[config.mk]
export PLATFORM = sky130hd
export DESIGN_NAME = sync_word_packet_deframer_flat
export DESIGN_NICKNAME = d
export VERILOG_FILES = /design/src/rtl/core/swpd_pkg.sv /design/src/rtl/core/swpd_if.sv /design/src/rtl/core/swpd_parser.sv /design/src/rtl/core/swpd_match.sv /design/src/rtl/core/swpd_out_buf.sv /design/src/rtl/core/sync_word_packet_deframer.sv /design/src/flat_wrapper.sv
export SDC_FILE = /design/constraint.sdc
export NUM_CORES = 1
export LEC_CHECK = 0
export ABC_AREA = 1
export BUFFER_PORTS_ARGS = -buffer_cell sky130_fd_sc_hd__buf_2
export CAP_MARGIN = 15
export CORE_UTILIZATION = 55
export DETAILED_ROUTE_END_ITERATION = 12
export GPL_TIMING_DRIVEN = 0
export HOLD_SLACK_MARGIN = 0.08
export PLACE_DENSITY = 0.86
export SYNTH_ARGS = -nofsm -noshare
export SYNTH_HDL_FRONTEND = slang
export SYNTH_SLANG_ARGS = --single-unit
[constraint.sdc]
create_clock -name clock -period 6.46 [get_ports clock]
set_clock_uncertainty 0.1 [all_clocks]
set_input_delay 1.292 -clock clock [delete_from_list [all_inputs] [get_ports clock]]
set_output_delay 1.292 -clock clock [all_outputs]
set_load 0.1 [all_outputs]
[src/rtl/core/swpd_pkg.sv]
// shared constants and types for the sync word packet deframer
`default_nettype none

package swpd_pkg;

   // sync pair that opens every packet
   localparam logic [7:0] SyncFirst  = 8'hCC;
   localparam logic [7:0] SyncSecond = 8'h44;

   // command table size and widths
   localparam int TableEntries    = 6;
   localparam int EntryIndexWidth = 3;
   localparam int CsrIndexWidth   = 3;
   localparam int CsrDataWidth    = 16;

   // csr register indexes
   localparam logic [CsrIndexWidth-1:0] CsrEntryCount = 3'd0;
   localparam logic [CsrIndexWidth-1:0] CsrEntryZero  = 3'd1;

   // one result transaction
   typedef struct packed {
      logic        payload_valid;
      logic [7:0]  payload_byte;
      logic        packet_end;
      logic [7:0]  module_id;
      logic [7:0]  command_id;
      logic [7:0]  status_byte;
      logic [15:0] payload_length;
      logic [15:0] check_word;
      logic        matched;
      logic [EntryIndexWidth-1:0] entry_index;
   } swpd_result_type;

   // command table lookup outcome
   typedef struct packed {
      logic                       hit;
      logic [EntryIndexWidth-1:0] index;
   } swpd_match_type;

endpackage

`default_nettype wire

[src/rtl/core/swpd_if.sv]
// valid/ready channel interfaces for received bytes and deframed results
`default_nettype none

interface swpd_req_if;
   logic       valid;
   logic       ready;
   logic [7:0] rx_byte;

   modport source (output valid, output rx_byte, input ready);
   modport sink   (input valid, input rx_byte, output ready);
endinterface

interface swpd_rsp_if;
   logic        valid;
   logic        ready;
   logic        payload_valid;
   logic [7:0]  payload_byte;
   logic        packet_end;
   logic [7:0]  module_id;
   logic [7:0]  command_id;
   logic [7:0]  status_byte;
   logic [15:0] payload_length;
   logic [15:0] check_word;
   logic        matched;
   logic [2:0]  entry_index;

   modport source (
      output valid, output payload_valid, output payload_byte, output packet_end,
      output module_id, output command_id, output status_byte,
      output payload_length, output check_word, output matched, output entry_index,
      input ready
   );
   modport sink (
      input valid, input payload_valid, input payload_byte, input packet_end,
      input module_id, input command_id, input status_byte,
      input payload_length, input check_word, input matched, input entry_index,
      output ready
   );
endinterface

`default_nettype wire

[src/rtl/core/swpd_parser.sv]
// byte-level header parser: sync hunt, header capture, payload countdown
`default_nettype none

module swpd_parser (
   input  wire logic                     clock,
   input  wire logic                     reset,
   input  wire logic                     accept,
   input  wire logic [7:0]               rx_byte,
   output logic                          res_valid,
   output swpd_pkg::swpd_result_type     res,
   output logic [7:0]                    held_module,
   output logic [7:0]                    held_command
);
   import swpd_pkg::*;

   typedef enum logic [3:0] {
      PhHunt     = 4'd0,
      PhGotFirst = 4'd1,
      PhModule   = 4'd2,
      PhCommand  = 4'd3,
      PhStatus   = 4'd4,
      PhLenHi    = 4'd5,
      PhLenLo    = 4'd6,
      PhChkHi    = 4'd7,
      PhChkLo    = 4'd8,
      PhData     = 4'd9
   } phase_type;

   phase_type   phase_ff, phase_in;
   logic [7:0]  module_ff, module_in;
   logic [7:0]  command_ff, command_in;
   logic [7:0]  status_ff, status_in;
   logic [15:0] length_ff, length_in;
   logic [15:0] check_ff, check_in;
   logic [15:0] left_ff, left_in;
   logic        pv;
   logic        pend;

   // next state for one accepted byte
   always_comb begin
      phase_in   = phase_ff;
      module_in  = module_ff;
      command_in = command_ff;
      status_in  = status_ff;
      length_in  = length_ff;
      check_in   = check_ff;
      left_in    = left_ff;
      res_valid  = 1'b0;
      pv         = 1'b0;
      pend       = 1'b0;
      if (accept) begin
         unique case (phase_ff)
            PhGotFirst: begin
               if (rx_byte == SyncSecond) begin
                  phase_in = PhModule;
               end else if (rx_byte == SyncFirst) begin
                  phase_in = PhGotFirst;
               end else begin
                  phase_in = PhHunt;
               end
            end
            PhModule: begin
               module_in = rx_byte;
               phase_in  = PhCommand;
            end
            PhCommand: begin
               command_in = rx_byte;
               phase_in   = PhStatus;
            end
            PhStatus: begin
               status_in = rx_byte;
               phase_in  = PhLenHi;
            end
            PhLenHi: begin
               length_in = {rx_byte, 8'h00};
               phase_in  = PhLenLo;
            end
            PhLenLo: begin
               length_in = {length_ff[15:8], rx_byte};
               phase_in  = PhChkHi;
            end
            PhChkHi: begin
               check_in = {rx_byte, 8'h00};
               phase_in = PhChkLo;
            end
            PhChkLo: begin
               check_in = {check_ff[15:8], rx_byte};
               left_in  = length_ff;
               // empty packet ends right on its check word
               if (length_ff == 16'd0) begin
                  phase_in  = PhHunt;
                  res_valid = 1'b1;
                  pend      = 1'b1;
               end else begin
                  phase_in = PhData;
               end
            end
            PhData: begin
               left_in   = left_ff - 16'd1;
               res_valid = 1'b1;
               pv        = 1'b1;
               if (left_in == 16'd0) begin
                  phase_in = PhHunt;
                  pend     = 1'b1;
               end
            end
            default: begin
               phase_in = (rx_byte == SyncFirst) ? PhGotFirst : PhHunt;
            end
         endcase
      end
   end

   // result fields, match fields filled in by the top level
   always_comb begin
      res                = '0;
      res.payload_valid  = pv;
      res.payload_byte   = pv ? rx_byte : 8'h00;
      res.packet_end     = pend;
      res.module_id      = module_in;
      res.command_id     = command_in;
      res.status_byte    = status_in;
      res.payload_length = length_in;
      res.check_word     = check_in;
   end

   assign held_module  = module_ff;
   assign held_command = command_ff;

   // parser state
   always_ff @(posedge clock) begin
      if (reset) begin
         phase_ff   <= PhHunt;
         module_ff  <= 8'h00;
         command_ff <= 8'h00;
         status_ff  <= 8'h00;
         length_ff  <= 16'd0;
         check_ff   <= 16'd0;
         left_ff    <= 16'd0;
      end else begin
         phase_ff   <= phase_in;
         module_ff  <= module_in;
         command_ff <= command_in;
         status_ff  <= status_in;
         length_ff  <= length_in;
         check_ff   <= check_in;
         left_ff    <= left_in;
      end
   end

endmodule

`default_nettype wire

[src/rtl/core/swpd_match.sv]
// command table registers and first-match lookup on module and command
`default_nettype none

module swpd_match (
   input  wire logic                                clock,
   input  wire logic                                reset,
   input  wire logic                                csr_we,
   input  wire logic [swpd_pkg::CsrIndexWidth-1:0]  csr_index,
   input  wire logic [swpd_pkg::CsrDataWidth-1:0]   csr_wdata,
   input  wire logic [7:0]                          held_module,
   input  wire logic [7:0]                          held_command,
   output swpd_pkg::swpd_match_type                 match
);
   import swpd_pkg::*;

   logic [EntryIndexWidth-1:0] count_ff;
   logic [15:0]                entry_ff [TableEntries];
   logic [EntryIndexWidth-1:0] limit;

   // table writes, unknown indexes fall through
   always_ff @(posedge clock) begin
      if (reset) begin
         count_ff <= '0;
         for (int i = 0; i < TableEntries; i++) begin
            entry_ff[i] <= 16'd0;
         end
      end else if (csr_we) begin
         if (csr_index == CsrEntryCount) begin
            count_ff <= csr_wdata[EntryIndexWidth-1:0];
         end
         for (int i = 0; i < TableEntries; i++) begin
            if (csr_index == CsrEntryZero + CsrIndexWidth'(i)) begin
               entry_ff[i] <= csr_wdata[15:0];
            end
         end
      end
   end

   // saturate the entry count at the table size
   assign limit = (count_ff > EntryIndexWidth'(TableEntries)) ?
                  EntryIndexWidth'(TableEntries) : count_ff;

   // parallel compare, lowest index wins
   always_comb begin
      match = '0;
      for (int i = TableEntries - 1; i >= 0; i--) begin
         if (EntryIndexWidth'(i) < limit &&
             entry_ff[i][15:8] == held_module &&
             entry_ff[i][7:0] == held_command) begin
            match.hit   = 1'b1;
            match.index = EntryIndexWidth'(i);
         end
      end
   end

endmodule

`default_nettype wire

[src/rtl/core/swpd_out_buf.sv]
// two-deep result register with skid slot
`default_nettype none

module swpd_out_buf (
   input  wire logic                      clock,
   input  wire logic                      reset,
   input  wire logic                      push,
   input  wire swpd_pkg::swpd_result_type push_data,
   output logic                           can_take,
   output logic                           out_valid,
   input  wire logic                      out_ready,
   output swpd_pkg::swpd_result_type      out_data
);
   import swpd_pkg::*;

   logic            main_valid_ff, main_valid_in;
   logic            skid_valid_ff, skid_valid_in;
   swpd_result_type main_ff, main_in;
   swpd_result_type skid_ff, skid_in;

   // refill the head from the skid slot first, else from the parser
   always_comb begin
      main_valid_in = main_valid_ff;
      skid_valid_in = skid_valid_ff;
      main_in       = main_ff;
      skid_in       = skid_ff;
      if (!main_valid_ff || out_ready) begin
         if (skid_valid_ff) begin
            main_in       = skid_ff;
            main_valid_in = 1'b1;
            skid_valid_in = 1'b0;
         end else begin
            main_in       = push_data;
            main_valid_in = push;
         end
      end else if (push) begin
         skid_in       = push_data;
         skid_valid_in = 1'b1;
      end
   end

   always_ff @(posedge clock) begin
      if (reset) begin
         main_valid_ff <= 1'b0;
         skid_valid_ff <= 1'b0;
      end else begin
         main_valid_ff <= main_valid_in;
         skid_valid_ff <= skid_valid_in;
      end
      main_ff <= main_in;
      skid_ff <= skid_in;
   end

   assign can_take  = !skid_valid_ff;
   assign out_valid = main_valid_ff;
   assign out_data  = main_ff;

endmodule

`default_nettype wire

[src/rtl/core/sync_word_packet_deframer.sv]
// top level of the sync word packet deframer
//
//   channel   direction  handshake      payload
//   req_chan  in         valid/ready    rx_byte
//   rsp_chan  out        valid/ready    payload and header fields, table match
//   csr_*     in         write enable   entry_count, entry_zero..entry_five
//
// one byte per cycle while ready is high; the parser state machine and the
// six-way table compare finish in the accepting cycle; results are registered.
// reset is synchronous and needs no clearing pass; the table resets to zero.
// a stalled result sits in the output register while one more result is taken
// into the skid slot; req_chan.ready drops only once that slot is full.
`default_nettype none

module sync_word_packet_deframer (
   input  wire logic                                clock,
   input  wire logic                                reset,
   swpd_req_if.sink                                 req_chan,
   swpd_rsp_if.source                               rsp_chan,
   input  wire logic                                csr_we,
   input  wire logic [swpd_pkg::CsrIndexWidth-1:0]  csr_index,
   input  wire logic [swpd_pkg::CsrDataWidth-1:0]   csr_wdata
);
   import swpd_pkg::*;

   logic            can_take;
   logic            accept;
   logic            res_valid;
   swpd_result_type parse_res;
   swpd_result_type full_res;
   swpd_result_type out_data;
   swpd_match_type  match;
   logic [7:0]      held_module;
   logic [7:0]      held_command;

   assign req_chan.ready = can_take;
   assign accept         = req_chan.valid && can_take;

   swpd_parser u_parser (
      .clock        (clock),
      .reset        (reset),
      .accept       (accept),
      .rx_byte      (req_chan.rx_byte),
      .res_valid    (res_valid),
      .res          (parse_res),
      .held_module  (held_module),
      .held_command (held_command)
   );

   swpd_match u_match (
      .clock        (clock),
      .reset        (reset),
      .csr_we       (csr_we),
      .csr_index    (csr_index),
      .csr_wdata    (csr_wdata),
      .held_module  (held_module),
      .held_command (held_command),
      .match        (match)
   );

   // table match is reported only on the packet's last transaction
   always_comb begin
      full_res             = parse_res;
      full_res.matched     = parse_res.packet_end && match.hit;
      full_res.entry_index = parse_res.packet_end ? match.index : '0;
   end

   swpd_out_buf u_out_buf (
      .clock     (clock),
      .reset     (reset),
      .push      (res_valid),
      .push_data (full_res),
      .can_take  (can_take),
      .out_valid (rsp_chan.valid),
      .out_ready (rsp_chan.ready),
      .out_data  (out_data)
   );

   // result fields onto the channel
   assign rsp_chan.payload_valid  = out_data.payload_valid;
   assign rsp_chan.payload_byte   = out_data.payload_byte;
   assign rsp_chan.packet_end     = out_data.packet_end;
   assign rsp_chan.module_id      = out_data.module_id;
   assign rsp_chan.command_id     = out_data.command_id;
   assign rsp_chan.status_byte    = out_data.status_byte;
   assign rsp_chan.payload_length = out_data.payload_length;
   assign rsp_chan.check_word     = out_data.check_word;
   assign rsp_chan.matched        = out_data.matched;
   assign rsp_chan.entry_index    = out_data.entry_index;

endmodule

`default_nettype wire
[src/flat_wrapper.sv]
// flat-port wrapper written by rule: the top's interface ports become plain ports
module sync_word_packet_deframer_flat import swpd_pkg::*;
  (clock, reset, csr_we, csr_index, csr_wdata, req_chan_valid, req_chan_rx_byte, req_chan_ready, rsp_chan_valid, rsp_chan_payload_valid, rsp_chan_payload_byte, rsp_chan_packet_end, rsp_chan_module_id, rsp_chan_command_id, rsp_chan_status_byte, rsp_chan_payload_length, rsp_chan_check_word, rsp_chan_matched, rsp_chan_entry_index, rsp_chan_ready);
  swpd_req_if req_chan_i ();
  swpd_rsp_if rsp_chan_i ();
  input  wire logic clock;
  input  wire logic reset;
  input  wire logic csr_we;
  input  wire logic [swpd_pkg::CsrIndexWidth-1:0] csr_index;
  input  wire logic [swpd_pkg::CsrDataWidth-1:0] csr_wdata;
  input wire logic [$bits(req_chan_i.valid)-1:0] req_chan_valid;
  input wire logic [$bits(req_chan_i.rx_byte)-1:0] req_chan_rx_byte;
  output wire logic [$bits(req_chan_i.ready)-1:0] req_chan_ready;
  output wire logic [$bits(rsp_chan_i.valid)-1:0] rsp_chan_valid;
  output wire logic [$bits(rsp_chan_i.payload_valid)-1:0] rsp_chan_payload_valid;
  output wire logic [$bits(rsp_chan_i.payload_byte)-1:0] rsp_chan_payload_byte;
  output wire logic [$bits(rsp_chan_i.packet_end)-1:0] rsp_chan_packet_end;
  output wire logic [$bits(rsp_chan_i.module_id)-1:0] rsp_chan_module_id;
  output wire logic [$bits(rsp_chan_i.command_id)-1:0] rsp_chan_command_id;
  output wire logic [$bits(rsp_chan_i.status_byte)-1:0] rsp_chan_status_byte;
  output wire logic [$bits(rsp_chan_i.payload_length)-1:0] rsp_chan_payload_length;
  output wire logic [$bits(rsp_chan_i.check_word)-1:0] rsp_chan_check_word;
  output wire logic [$bits(rsp_chan_i.matched)-1:0] rsp_chan_matched;
  output wire logic [$bits(rsp_chan_i.entry_index)-1:0] rsp_chan_entry_index;
  input wire logic [$bits(rsp_chan_i.ready)-1:0] rsp_chan_ready;
  assign req_chan_i.valid = req_chan_valid;
  assign req_chan_i.rx_byte = req_chan_rx_byte;
  assign req_chan_ready = req_chan_i.ready;
  assign rsp_chan_valid = rsp_chan_i.valid;
  assign rsp_chan_payload_valid = rsp_chan_i.payload_valid;
  assign rsp_chan_payload_byte = rsp_chan_i.payload_byte;
  assign rsp_chan_packet_end = rsp_chan_i.packet_end;
  assign rsp_chan_module_id = rsp_chan_i.module_id;
  assign rsp_chan_command_id = rsp_chan_i.command_id;
  assign rsp_chan_status_byte = rsp_chan_i.status_byte;
  assign rsp_chan_payload_length = rsp_chan_i.payload_length;
  assign rsp_chan_check_word = rsp_chan_i.check_word;
  assign rsp_chan_matched = rsp_chan_i.matched;
  assign rsp_chan_entry_index = rsp_chan_i.entry_index;
  assign rsp_chan_i.ready = rsp_chan_ready;
  sync_word_packet_deframer u_core (.clock(clock), .reset(reset), .req_chan(req_chan_i), .rsp_chan(rsp_chan_i), .csr_we(csr_we), .csr_index(csr_index), .csr_wdata(csr_wdata));
endmodule
==> summary.md <==
| Metric | Value |
|---|---|
| Area of the multi-input gates | 0.00489 mm² |
| Drt drc | 0 |
| Die width | 165 µm |
| FILL cells | 2073 |
| Max Cap Viol | 0 |
| Site Rows | 59 |
| H-tree depth | 1 |
| Slew HR | 0.418 |
| Ant diodes | 0 |
| Worst-Skew Late Latency | 580 ps |
| Avg Inst Size Synth | 9.12 µm² |
| CTS Buf Count | 31 |
| Critical path's slowest cell | clkbuf_1 |
| Die ar. | 0.0273 mm² |
| Hold Vio Cnt, Final | 0 |
| Port Buffers | 102 |
| Register area | 0.00871 mm² |
| Actual slew at the worst max-slew pin | 868 ps |
| Root buf cell | clkbuf_16 |
| Distinct cell type count of the synthesized netlist | 44 |
| Worst slack, placed | 2760 ps |
| Area Overhead vs Synth | 14.2% |
| GRT Total Usage | 0.302 |
| Worst-path clk slew | 60 ps |
| Register area share after synthesis | 0.595 |
| Hold Buf Count CTS | 0 |
| RSZ-0062 raised after global routing | no |
| Resize count post-CTS | 0 |
| Crit end category | flop |
| DP Cell Count | 2047 |
| WP buf/inv | 5 |
| R2R Setup Slk | 3870 ps |
| Asr flop ratio synth | 0 |
| Initial antenna violation count | 0 |
| CP max stage delay | 490 ps |
| # nets final | 1779 |
| CTS sink count | 317 |
| Fmax | 315 MHz |
| EDFF count, synth | 236 |
| Grt ovf | 0 |
| Setup bufs post-CTS | 0 |
| Top FF cell, synth | edfxtp_1 |
| WHS | 403 ps |
| Run status | finished, final reports clean |
| Placer Congestion | 0.971 |
| Non-filler cells, final | 2105 |
| Tmin final | 3170 ps |
| Largest net degree at the start of global routing | 39 |
| Leak | 7.04 nW |
| CTS tree | done |
| Initial core utilization | 0.562 |
| Core area | 0.0261 mm² |
| Crit Path Category | input port to flop |
| Detailed-route via count | 11900 |
| Final Max Slew Viols | 0 |
| HPWL after DPL | 29200 µm |
| Peak VDD IR | 0.296 mV |
| Final setup TNS | 0 ps |
| Syn Inst Count | 1605 |
| Height of the die | 165 µm |
| Final setup margin | 3290 ps |
| Power per cell area | 274 mW/mm² |
| Worst hold path class | flop to flop |
| Starting DRT DRC Count | 1374 |
| Tcrit/Tclk final | 0.491 |
| Top delay family on crit path | buffers and inverters |
| Vias in the first global route | 11200 |
| YS warnings | 0 |
| Worst-path fanout max | 10 |
| Core Util, Final | 0.641 |
| Io pins | 104 |
| Mapped Area | 0.0146 mm² |
| Critical path data arrival time | 3360 ps |
| #FFs+latches synth | 317 |
| Cell chain of the critical path | clkbuf_1 -> inv_1 -> clkbuf_1 -> buf_6 -> o21ai_1 -> buf_6 |
| Endpoints failing setup | 0 |
| Req. time, crit path | 6640 ps |
| DR WL/cell | 19.4 µm |
| Final WL | 40800 µm |
| Drt via density | 5.65 |
| Setup crit start kind | input port |
| Share of cells above drive strength 1 | 0.145 |
| Global-route wire length before repair | 61100 µm |
| DRT Pass-1 Iters | 6 |
| Final ANT Viol Nets | 0 |
| Longest Clk Path Bufs | 3 |
| Synthesized Nets | 1639 |
[power by group]
group	internal [mW]	switching [mW]
combinational	0.0957	0.344
sequential	2.25	0.0349
clock	1.07	0.786
[path summary, 6_finish.rpt]
path / startpoint / end / cells after the start
worst max-delay path: reset / u_core.u_match.entry_ff[0][50] / 6
worst min-delay path: u_core.u_parser.left_ff[5] / u_core.u_parser.left_ff[5] / 2
worst max register to register: u_core.u_parser.phase_ff[3] / u_core.u_out_buf.skid_ff[37] / 11
worst min register to register: u_core.u_parser.left_ff[5] / u_core.u_parser.left_ff[5] / 2
[synthesized netlist by cell type (4+ instances only)]
cell      instances  area share
dfxtp_1          81        0.11
o21ai_0         115       0.039
o21ai_1          22      0.0075
a22oi_1           8      0.0041
inv_2            10      0.0026
inv_1           199       0.051
nor3b_1           5      0.0026
xnor2_1          22       0.013
nand3_1          47       0.016
nor2_4            6      0.0046
nand3b_1          8      0.0041
nor2_2           11      0.0047
nand4_1          32       0.014
edfxtp_1        236        0.48
buf_2            15      0.0051
or2_2            26       0.011
xor2_1           21       0.013
nand2_2           8      0.0034
nor2_1          269       0.069
clkbuf_1         32      0.0082
a21oi_1          36       0.012
buf_6             4      0.0031
o22ai_1          25       0.011
nand2_1         312       0.080
nor3_1           22      0.0075
[final cells by class]
| cell class | count | area share |
|---|---|---|
| flip-flops and latches | 317 | 0.521 |
| inverters | 211 | 0.0476 |
| plain buffers | 54 | 0.0152 |
| clock inverters | 19 | 0.0107 |
| repair buffers | 107 | 0.0357 |
| clock buffers | 39 | 0.0518 |
| well taps | 335 | 0.0251 |
| multi-input cells | 1023 | 0.293 |
[logic make-up (layout without fill, tap and decap cells)]
kind of cell             Yosys count  in the layout  synth area share
XOR/XNOR                          43             43            0.0257
AO/OA/AOI/OAI                    216            216            0.0798
AND/OR/NAND/NOR                  762            762             0.226
adder cells (fa/ha/maj)            2              2           0.00171
flip-flops                       317            317             0.595
buffers and inverters            265            430            0.0716
[cells in the final DEF (no fill, tap or decap), types with 26 or more instances in the layout]
cell | netlist | routed
nand2_1 | 312 | 312
nor2_1 | 269 | 268
edfxtp_1 | 236 | 236
inv_1 | 199 | 198
buf_2 | 15 | 117
o21ai_0 | 115 | 114
dfxtp_1 | 81 | 81
nand3_1 | 47 | 47
a21oi_1 | 36 | 36
clkbuf_1 | 32 | 34
nand4_1 | 32 | 32
clkbuf_16 | 0 | 31
or2_2 | 26 | 26
[sequential cells by signal, summed over array words and instances (netlist names)]
register / cells
u_core.u_parser.length_ff: 16
u_core.u_out_buf.out_valid: 1
u_core.u_out_buf.skid_valid_ff: 1
u_core.u_match.entry_ff: 96
u_core.u_parser.phase_ff: 4
u_core.u_match.count_ff: 3
u_core.u_out_buf.out_data: 70
u_core.u_parser.left_ff: 16
u_core.u_parser.check_ff: 16
u_core.u_out_buf.skid_ff: 70
u_core.u_parser.held_command: 8
u_core.u_parser.held_module: 8
u_core.u_parser.status_ff: 8
[stage by stage]
stage | total power [mW] | cell area (µm²)
global placement | 2.74 | 15600
detailed placement | 2.76 | 15700
floorplan | 2.64 | 14600
CTS | 4.57 | 16700
finish | 4.57 | 16700
global route | 4.68 | 16700
[worst min-delay path: cells and delay by family (launching register included)]
family / cells / cell delay (ps)
flops: 1 / 330
simple gates: 1 / 70
compound gates: 1 / 50
[layer usage]
metal / up-vias / global-route usage / share of wire / wire (µm)
met4: 0 / 0.140 / 0.045 / 1840
met5: - / 0 / 0 / 0
met1: 5572 / 0.380 / 0.39 / 15800
met3: 106 / 0.0397 / 0.086 / 3500
li1: 5557 / - / - / -
met2: 663 / 0.517 / 0.48 / 19700
(Power assumes the default switching activity.)
